==> src/design/rvht_pkg.sv <==
// Shared types and constants for the register value holder table.
// Used by rvht_cell and register_value_holder_table; depends on nothing.
`timescale 1ns / 1ps

package rvht_pkg;

    // Default table sizing
    localparam int DEF_NUM_REGISTERS = 64;
    localparam int DEF_VALUE_ID_BITS = 16;

    // Fixed field widths on the stream ports
    localparam int TGT_BITS = 6;
    localparam int VID_BITS = 16;
    localparam int SRC_BITS = 6;

    // Operation codes; code 3 means nothing and is ignored
    typedef enum logic [1:0] {
        OP_BLOCK_START  = 2'd0,
        OP_OPAQUE_WRITE = 2'd1,
        OP_STORE        = 2'd2
    } t_op;

    // Controller states
    typedef enum logic [1:0] {
        ST_IDLE,
        ST_SEARCH,
        ST_DONE
    } t_state;

    // Search token flags carried from cell to cell
    typedef struct packed {
        logic active;
        logic found;
    } t_tok;

    // Table update command broadcast to every cell
    typedef struct packed {
        logic clear;
        logic en;
        logic set_valid;
    } t_wr;

endpackage

==> src/design/rvht_cell.sv <==
// One entry of the holder table: valid bit, held value id and a search token stage.
// Depends on rvht_pkg (t_tok, t_wr).
`timescale 1ns / 1ps

module rvht_cell #(
    parameter int CELL_INDEX = 0,
    parameter int IDX_BITS   = 6,
    parameter int VAL_BITS   = 16
) (
    input  logic                i_clk,
    input  logic                i_rst_n,
    // token from the previous cell
    input  rvht_pkg::t_tok      i_tok,
    input  logic [IDX_BITS-1:0] i_tok_idx,
    // token to the next cell
    output rvht_pkg::t_tok      o_tok,
    output logic [IDX_BITS-1:0] o_tok_idx,
    // value id being searched
    input  logic [VAL_BITS-1:0] i_query,
    // table update
    input  rvht_pkg::t_wr       i_wr,
    input  logic [IDX_BITS-1:0] i_wr_idx,
    input  logic [VAL_BITS-1:0] i_wr_value
);

    logic                r_valid;
    logic [VAL_BITS-1:0] r_value;
    rvht_pkg::t_tok      r_tok;
    rvht_pkg::t_tok      n_tok;
    logic [IDX_BITS-1:0] r_tok_idx;
    logic [IDX_BITS-1:0] n_tok_idx;
    logic                w_match;
    logic                w_sel;

    assign w_match = r_valid && (r_value == i_query);
    assign w_sel   = (i_wr_idx == IDX_BITS'(CELL_INDEX));

    // First matching cell claims the token
    always_comb begin
        n_tok     = i_tok;
        n_tok_idx = i_tok_idx;
        if (i_tok.active && !i_tok.found && w_match) begin
            n_tok.found = 1'b1;
            n_tok_idx   = IDX_BITS'(CELL_INDEX);
        end
    end

    always_ff @(posedge i_clk) begin
        if (!i_rst_n) begin
            r_tok <= '0;
        end else begin
            r_tok <= n_tok;
        end
        r_tok_idx <= n_tok_idx;
    end

    // Entry update: clear drops all, a write touches the addressed entry
    always_ff @(posedge i_clk) begin
        if (!i_rst_n) begin
            r_valid <= 1'b0;
        end else if (i_wr.clear) begin
            r_valid <= 1'b0;
        end else if (i_wr.en && w_sel) begin
            r_valid <= i_wr.set_valid;
        end
        if (i_wr.en && w_sel && i_wr.set_valid) begin
            r_value <= i_wr_value;
        end
    end

    assign o_tok     = r_tok;
    assign o_tok_idx = r_tok_idx;

endmodule

==> src/design/register_value_holder_table.sv <==
// Top level of the register value holder table: stream ports, controller, cell chain.
// Depends on rvht_pkg and rvht_cell.
`timescale 1ns / 1ps
//
//  Channel   Direction  Fields
//  s_axis    in         tdata: target_register, value_id; tuser: operation, whole_write
//  m_axis    out        tdata: source_register; tuser: rewrite
//
//  A store searches the table with a token that steps one cell per cycle through
//  the chain of NUM_REGISTERS cells; when it leaves the last cell the outcome is latched
//  and then registered as the result; the next word can be taken the cycle after that.
//  Clears, ignored codes and out-of-range stores skip the search and go straight to DONE.
//  One word is in flight at a time; a waiting result holds the update and s_axis
//  tready until m_axis takes it. Reset is synchronous and empties the table at once.

module register_value_holder_table #(
    parameter int NUM_REGISTERS = rvht_pkg::DEF_NUM_REGISTERS,
    parameter int VALUE_ID_BITS = rvht_pkg::DEF_VALUE_ID_BITS
) (
    input  logic        i_clk,
    input  logic        i_rst_n,
    input  logic        s_axis_tvalid,
    output logic        s_axis_tready,
    input  logic [23:0] s_axis_tdata,   // [5:0] target_register, [21:6] value_id, zero pad
    input  logic [2:0]  s_axis_tuser,   // [1:0] operation, [2] whole_write
    output logic        m_axis_tvalid,
    input  logic        m_axis_tready,
    output logic [7:0]  m_axis_tdata,   // [5:0] source_register, zero pad
    output logic        m_axis_tuser    // [0] rewrite
);

    localparam int IW = (NUM_REGISTERS > 1) ? $clog2(NUM_REGISTERS) : 1;
    localparam int VW = (VALUE_ID_BITS < rvht_pkg::VID_BITS) ?
                        VALUE_ID_BITS : rvht_pkg::VID_BITS;

    rvht_pkg::t_state r_state, n_state;
    logic [1:0]                      r_op;
    logic [rvht_pkg::TGT_BITS-1:0]   r_target;
    logic [VW-1:0]                   r_value;
    logic                            r_whole;
    logic                            r_is_store;
    logic                            r_start, n_start;
    logic                            r_found;
    logic [IW-1:0]                   r_hold_idx;
    logic                            r_out_valid;
    logic                            r_out_rewrite;
    logic [rvht_pkg::SRC_BITS-1:0]   r_out_source;

    logic                            w_accept;
    logic                            w_out_free;
    logic                            w_done_fire;
    logic                            w_in_store;
    logic [1:0]                      w_in_op;
    logic [rvht_pkg::TGT_BITS-1:0]   w_in_target;
    logic [IW-1:0]                   w_tgt_idx;
    logic                            w_self;
    logic                            w_rewrite;

    rvht_pkg::t_tok                  w_tok [NUM_REGISTERS+1];
    logic [IW-1:0]                   w_tok_idx [NUM_REGISTERS+1];
    rvht_pkg::t_wr                   w_wr;

    // Input decode
    assign w_in_op     = s_axis_tuser[1:0];
    assign w_in_target = s_axis_tdata[5:0];
    assign w_in_store  = (w_in_op == rvht_pkg::OP_STORE) &&
                         (32'(w_in_target) < NUM_REGISTERS);

    assign s_axis_tready = (r_state == rvht_pkg::ST_IDLE);
    assign w_accept      = s_axis_tvalid && s_axis_tready;
    assign w_out_free    = !r_out_valid || m_axis_tready;
    assign w_done_fire   = (r_state == rvht_pkg::ST_DONE) && w_out_free;

    // Next state
    always_comb begin
        n_state = r_state;
        n_start = 1'b0;
        unique case (r_state)
            rvht_pkg::ST_IDLE: begin
                if (w_accept) begin
                    n_state = w_in_store ? rvht_pkg::ST_SEARCH : rvht_pkg::ST_DONE;
                    n_start = w_in_store;
                end
            end
            rvht_pkg::ST_SEARCH: begin
                if (w_tok[NUM_REGISTERS].active) begin
                    n_state = rvht_pkg::ST_DONE;
                end
            end
            rvht_pkg::ST_DONE: begin
                if (w_out_free) begin
                    n_state = rvht_pkg::ST_IDLE;
                end
            end
            default: n_state = rvht_pkg::ST_IDLE;
        endcase
    end

    always_ff @(posedge i_clk) begin
        if (!i_rst_n) begin
            r_state <= rvht_pkg::ST_IDLE;
            r_start <= 1'b0;
        end else begin
            r_state <= n_state;
            r_start <= n_start;
        end
    end

    // Latched word
    always_ff @(posedge i_clk) begin
        if (w_accept) begin
            r_op       <= w_in_op;
            r_target   <= w_in_target;
            r_value    <= s_axis_tdata[6 +: VW];
            r_whole    <= s_axis_tuser[2];
            r_is_store <= w_in_store;
            r_found    <= 1'b0;
        end else if ((r_state == rvht_pkg::ST_SEARCH) && w_tok[NUM_REGISTERS].active) begin
            r_found    <= w_tok[NUM_REGISTERS].found;
            r_hold_idx <= w_tok_idx[NUM_REGISTERS];
        end
    end

    // Store outcome
    assign w_tgt_idx = IW'(r_target);
    assign w_self    = (r_hold_idx == w_tgt_idx);
    assign w_rewrite = r_is_store && r_whole && r_found && !w_self;

    always_comb begin
        w_wr.clear     = w_done_fire && ((r_op == rvht_pkg::OP_BLOCK_START) ||
                                         (r_op == rvht_pkg::OP_OPAQUE_WRITE));
        w_wr.en        = w_done_fire && r_is_store;
        w_wr.set_valid = r_whole && (!r_found || w_self);
    end

    // Result register
    always_ff @(posedge i_clk) begin
        if (!i_rst_n) begin
            r_out_valid <= 1'b0;
        end else if (w_done_fire) begin
            r_out_valid <= 1'b1;
        end else if (m_axis_tready) begin
            r_out_valid <= 1'b0;
        end
        if (w_done_fire) begin
            r_out_rewrite <= w_rewrite;
            r_out_source  <= w_rewrite ? rvht_pkg::SRC_BITS'(r_hold_idx) : '0;
        end
    end

    assign m_axis_tvalid = r_out_valid;
    assign m_axis_tdata  = {2'b00, r_out_source};
    assign m_axis_tuser  = r_out_rewrite;

    // Cell chain; the token enters cell 0 the cycle after a store is taken
    assign w_tok[0]     = '{active: r_start, found: 1'b0};
    assign w_tok_idx[0] = '0;

    for (genvar g = 0; g < NUM_REGISTERS; g++) begin : g_cell
        rvht_cell #(
            .CELL_INDEX (g),
            .IDX_BITS   (IW),
            .VAL_BITS   (VW)
        ) u_cell (
            .i_clk      (i_clk),
            .i_rst_n    (i_rst_n),
            .i_tok      (w_tok[g]),
            .i_tok_idx  (w_tok_idx[g]),
            .o_tok      (w_tok[g+1]),
            .o_tok_idx  (w_tok_idx[g+1]),
            .i_query    (r_value),
            .i_wr       (w_wr),
            .i_wr_idx   (w_tgt_idx),
            .i_wr_value (r_value)
        );
    end

endmodule

==> config.mk <==
export PLATFORM = sky130hd
export DESIGN_NAME = register_value_holder_table
export DESIGN_NICKNAME = d
export VERILOG_FILES = /design/src/design/rvht_pkg.sv /design/src/design/rvht_cell.sv /design/src/design/register_value_holder_table.sv
export SDC_FILE = /design/constraint.sdc
export NUM_CORES = 2
export LEC_CHECK = 0
export ABC_AREA = 1
export BUFFER_PORTS_ARGS = -buffer_cell sky130_fd_sc_hd__buf_2
export CORE_ASPECT_RATIO = 0.6
export CORE_MARGIN = 1
export CORE_UTILIZATION = 45
export DETAILED_ROUTE_END_ITERATION = 8
export PLACE_DENSITY = 0.6
export SLEW_MARGIN = 10
export SYNTH_ARGS = -nofsm -noshare
export SYNTH_HDL_FRONTEND = slang
export SYNTH_SLANG_ARGS = --single-unit
==> constraint.sdc <==
create_clock -name i_clk -period 3.1 [get_ports i_clk]
set_input_delay 0.465 -clock i_clk [delete_from_list [all_inputs] [get_ports i_clk]]
set_output_delay 0.465 -clock i_clk [all_outputs]
set_load 0.1 [all_outputs]
==> reports/results.txt <==
CTS sink count -> 1,580
Hold Path Class -> primary input to flip-flop
Pwr Density -> 596.6 nW/um2
Min Tclk post-route -> 2.716 ns
Failing checks -> DRC
RePlAce Congestion -> 0.8440
Slowest cell on crit path -> nand3_1
Clk_skew -> 0.02524 ns
CP max FO -> 16
Critical path's top delay family -> simple AND/OR/NAND/NOR gates
Largest net degree at the start of global routing -> 98
Synthesized area -> 64,660 um2
RSZ-0062 raised after global routing -> no
Rel. slew slack -> 38.40%
Nets -> 6,618
Register bit total from synthesis -> 1,580
CP Capture Type -> flip-flop
Detail Placement HPWL -> 99,930 um
Least-Margin Pin Slew -> 0.9218 ns
Mean routed wirelength per cell -> 18.99 um
Total CTS buffers -> 141
Peak VDD IR -> 0.4920 mV
Post-Place Cells -> 8,325
Tot GR Track Use -> 22.70%
Final Power -> 43.62 mW
Critical path arrival -> 3.16 ns
M1 GR Usage -> 34.51%
DRC viols -> 10
Worst-Skew Late Latency -> 0.77 ns
Reg clk slew, reported paths -> 0.06 ns
Drt total wl -> 163,500 um
Fin. Hold Viols -> 0
Run status -> finished with violations
Most common cell after layout, fill and taps aside -> nand2_1
CTS resizes -> 0
Fmax -> 368.2 MHz
Row count -> 107
Placed cell area -> 68,200 um2
Clock Path Buffers -> 3
Synthesis Warnings -> 0
Synth async-reset ratio -> 0%
DR vias/cell -> 4.857
Finished Layout Cells -> 8,612
CP dominant cell by count -> buf_4
Die Y -> 295.6 um
Met3 usage -> 4.963%
Register area share after synthesis -> 65.36%
Initial drt markers -> 3,818
Final Setup Violations -> 0
Leak Pwr -> 30.70 nW
Layout cell share with drive strength beyond 1 -> 8.398%
Post-synth EDFFs -> 1,062
Setup slack after placement -> 0.2876 ns
Mapped Cells -> 6,382
Core ar. -> 142,300 um2
Critical path required time -> 3.54 ns
Grt ovf -> 0
CTS tree -> built
CP Buf/Inv Count -> 3
Ports -> 42
Grt met2 use -> 32.32%
Initial Utilization -> 45.43%
Design area -> 73,100 um2
Die extent in x -> 491.4 um
Vias in the first global route -> 39,510
Most frequent cells in the layout -> 1,796 x nand2_1, 1,062 x edfxtp_1, 897 x inv_1
DRT antenna net count -> 0
Synth cell types -> 37
Crit path largest cell delay -> 0.42 ns
Htree depth -> 4
Vias -> 41,830
Tcrit/Tclk final -> 87.61%
Area grow syn2layout -> 13.06%
Number of port buffers -> 37
DRT Pass-1 Iters -> 8
CP Class -> flip-flop to flip-flop
Root buffer cell -> clkbuf_16
Max Cap Viol -> 0
Worst-path cell chain -> inv_2 > nor2_2 > nand2_2 > nor2_4 > buf_4 > nand3_1 > nor3_2 > buf_4
GRT Max-Usage Layer -> met1
Synth Area per Inst -> 10.13 um2
First-pass GRT wire length -> 244,900 um
Top FF cell, synth -> edfxtp_1
Die area -> 145,300 um2
Initial antenna violation count -> 8
Startpoint Class -> flip-flop
PnR worst setup slack -> 0.3842 ns
Max-slew violation count -> 0
Minimum hold slack -> 0.08327 ns
## final cells by class
class / instances / area, um2
Fill cell: 12570 / 69210
Clock buffer: 219 / 4365
Multi-Input combinational cell: 3695 / 17960
Sequential cell: 1580 / 42260
Antenna cell: 1 / 2.502
Inverter: 906 / 3410
Tap cell: 1907 / 2386
Timing Repair Buffer: 263 / 2437
Clock inverter: 41 / 276.5
## Yosys cell counts (6+ instances only)
cell | number | area share (%)
nand3_1 | 265 | 2.1
xnor2_1 | 415 | 5.6
o21ai_0 | 68 | 0.53
a21oi_1 | 131 | 1.0
nor3_1 | 24 | 0.19
buf_6 | 11 | 0.19
nand4_1 | 19 | 0.18
and2_1 | 23 | 0.22
dfxtp_1 | 518 | 16
buf_2 | 91 | 0.70
nor2_1 | 668 | 3.9
or2_2 | 65 | 0.63
nand2_1 | 1797 | 10
nand2_4 | 8 | 0.14
inv_1 | 896 | 5.2
xor2_1 | 178 | 2.4
nand3_2 | 6 | 0.093
inv_2 | 9 | 0.052
clkbuf_1 | 62 | 0.36
nor3b_1 | 8 | 0.093
buf_4 | 34 | 0.39
edfxtp_1 | 1062 | 49
## through the flow
stage / TNS [ns] / utilization [%]
floorplan: -0.04641 / -
global placement: 0 / 47.92
detailed placement: 0 / 47.92
CTS: 0 / 51.36
global route: 0 / 51.37
finish: 0 / 51.37
## power by group
part,switching [mW],leakage [nW],internal [mW]
Sequential,0.0582,13.8,22.6
Clock,7.80,2.31,9.83
Combinational,2.34,14.6,0.961
Total,10.2,30.7,33.4
## timing repair
action                    4_1_cts  5_1_grt
hold endpoints to repair       26        0
setup buffers                   0        0
hold buffers                   26        0
## path summary, 6_finish.rpt
path	slack [ns]	startpoint	cells past startpoint	end
setup reg to reg	0.38	r_state[1]	8	g_cell[49].u_cell.r_value[1]
setup / recovery	0.38	r_state[1]	8	g_cell[49].u_cell.r_value[1]
hold / removal	0.08	m_axis_tready	4	m_axis_tvalid
hold reg to reg	0.39	g_cell[37].u_cell.o_tok_idx[0]	2	g_cell[38].u_cell.o_tok_idx[0]
## routing by layer
metal	share of wire (%)	up-vias	wire, um
met2	40	1383	65520
li1	-	20310	-
met1	49	19910	80220
met4	2.1	0	3489
met3	8.8	229	14320
met5	0	-	0
## state kept, by name (all words and copies together), names as in the netlist, 2 cells and up
signal and cells:
r_hold_idx 6, g_cell.u_cell.r_valid 64, r_value 16, g_cell.u_cell.o_tok 128, g_cell.u_cell.r_value 1024, r_out_source 6, g_cell.u_cell.o_tok_idx 321, r_target 6
r_state 2
## worst register-to-register path: cells and delay by family, from the launching register on
family | cells | cell delay, ns
buffers and inverters | 3 | 0.66
DFF | 1 | 0.41
and+or+nand+nor | 5 | 1.33
## cells by family after synthesis
| logic type | Yosys count | synth area share [%] |
|---|---|---|
| DFF | 1580 | 65.36 |
| and+or+nand+nor | 2894 | 18.03 |
| other | 1 | 0.005800 |
| xor gates and xnor gates | 593 | 8.033 |
| buffers and inverters | 1108 | 6.951 |
| AOI/OAI and AO/OA | 206 | 1.624 |
Note: power is estimated with default switching activity, not from simulation.
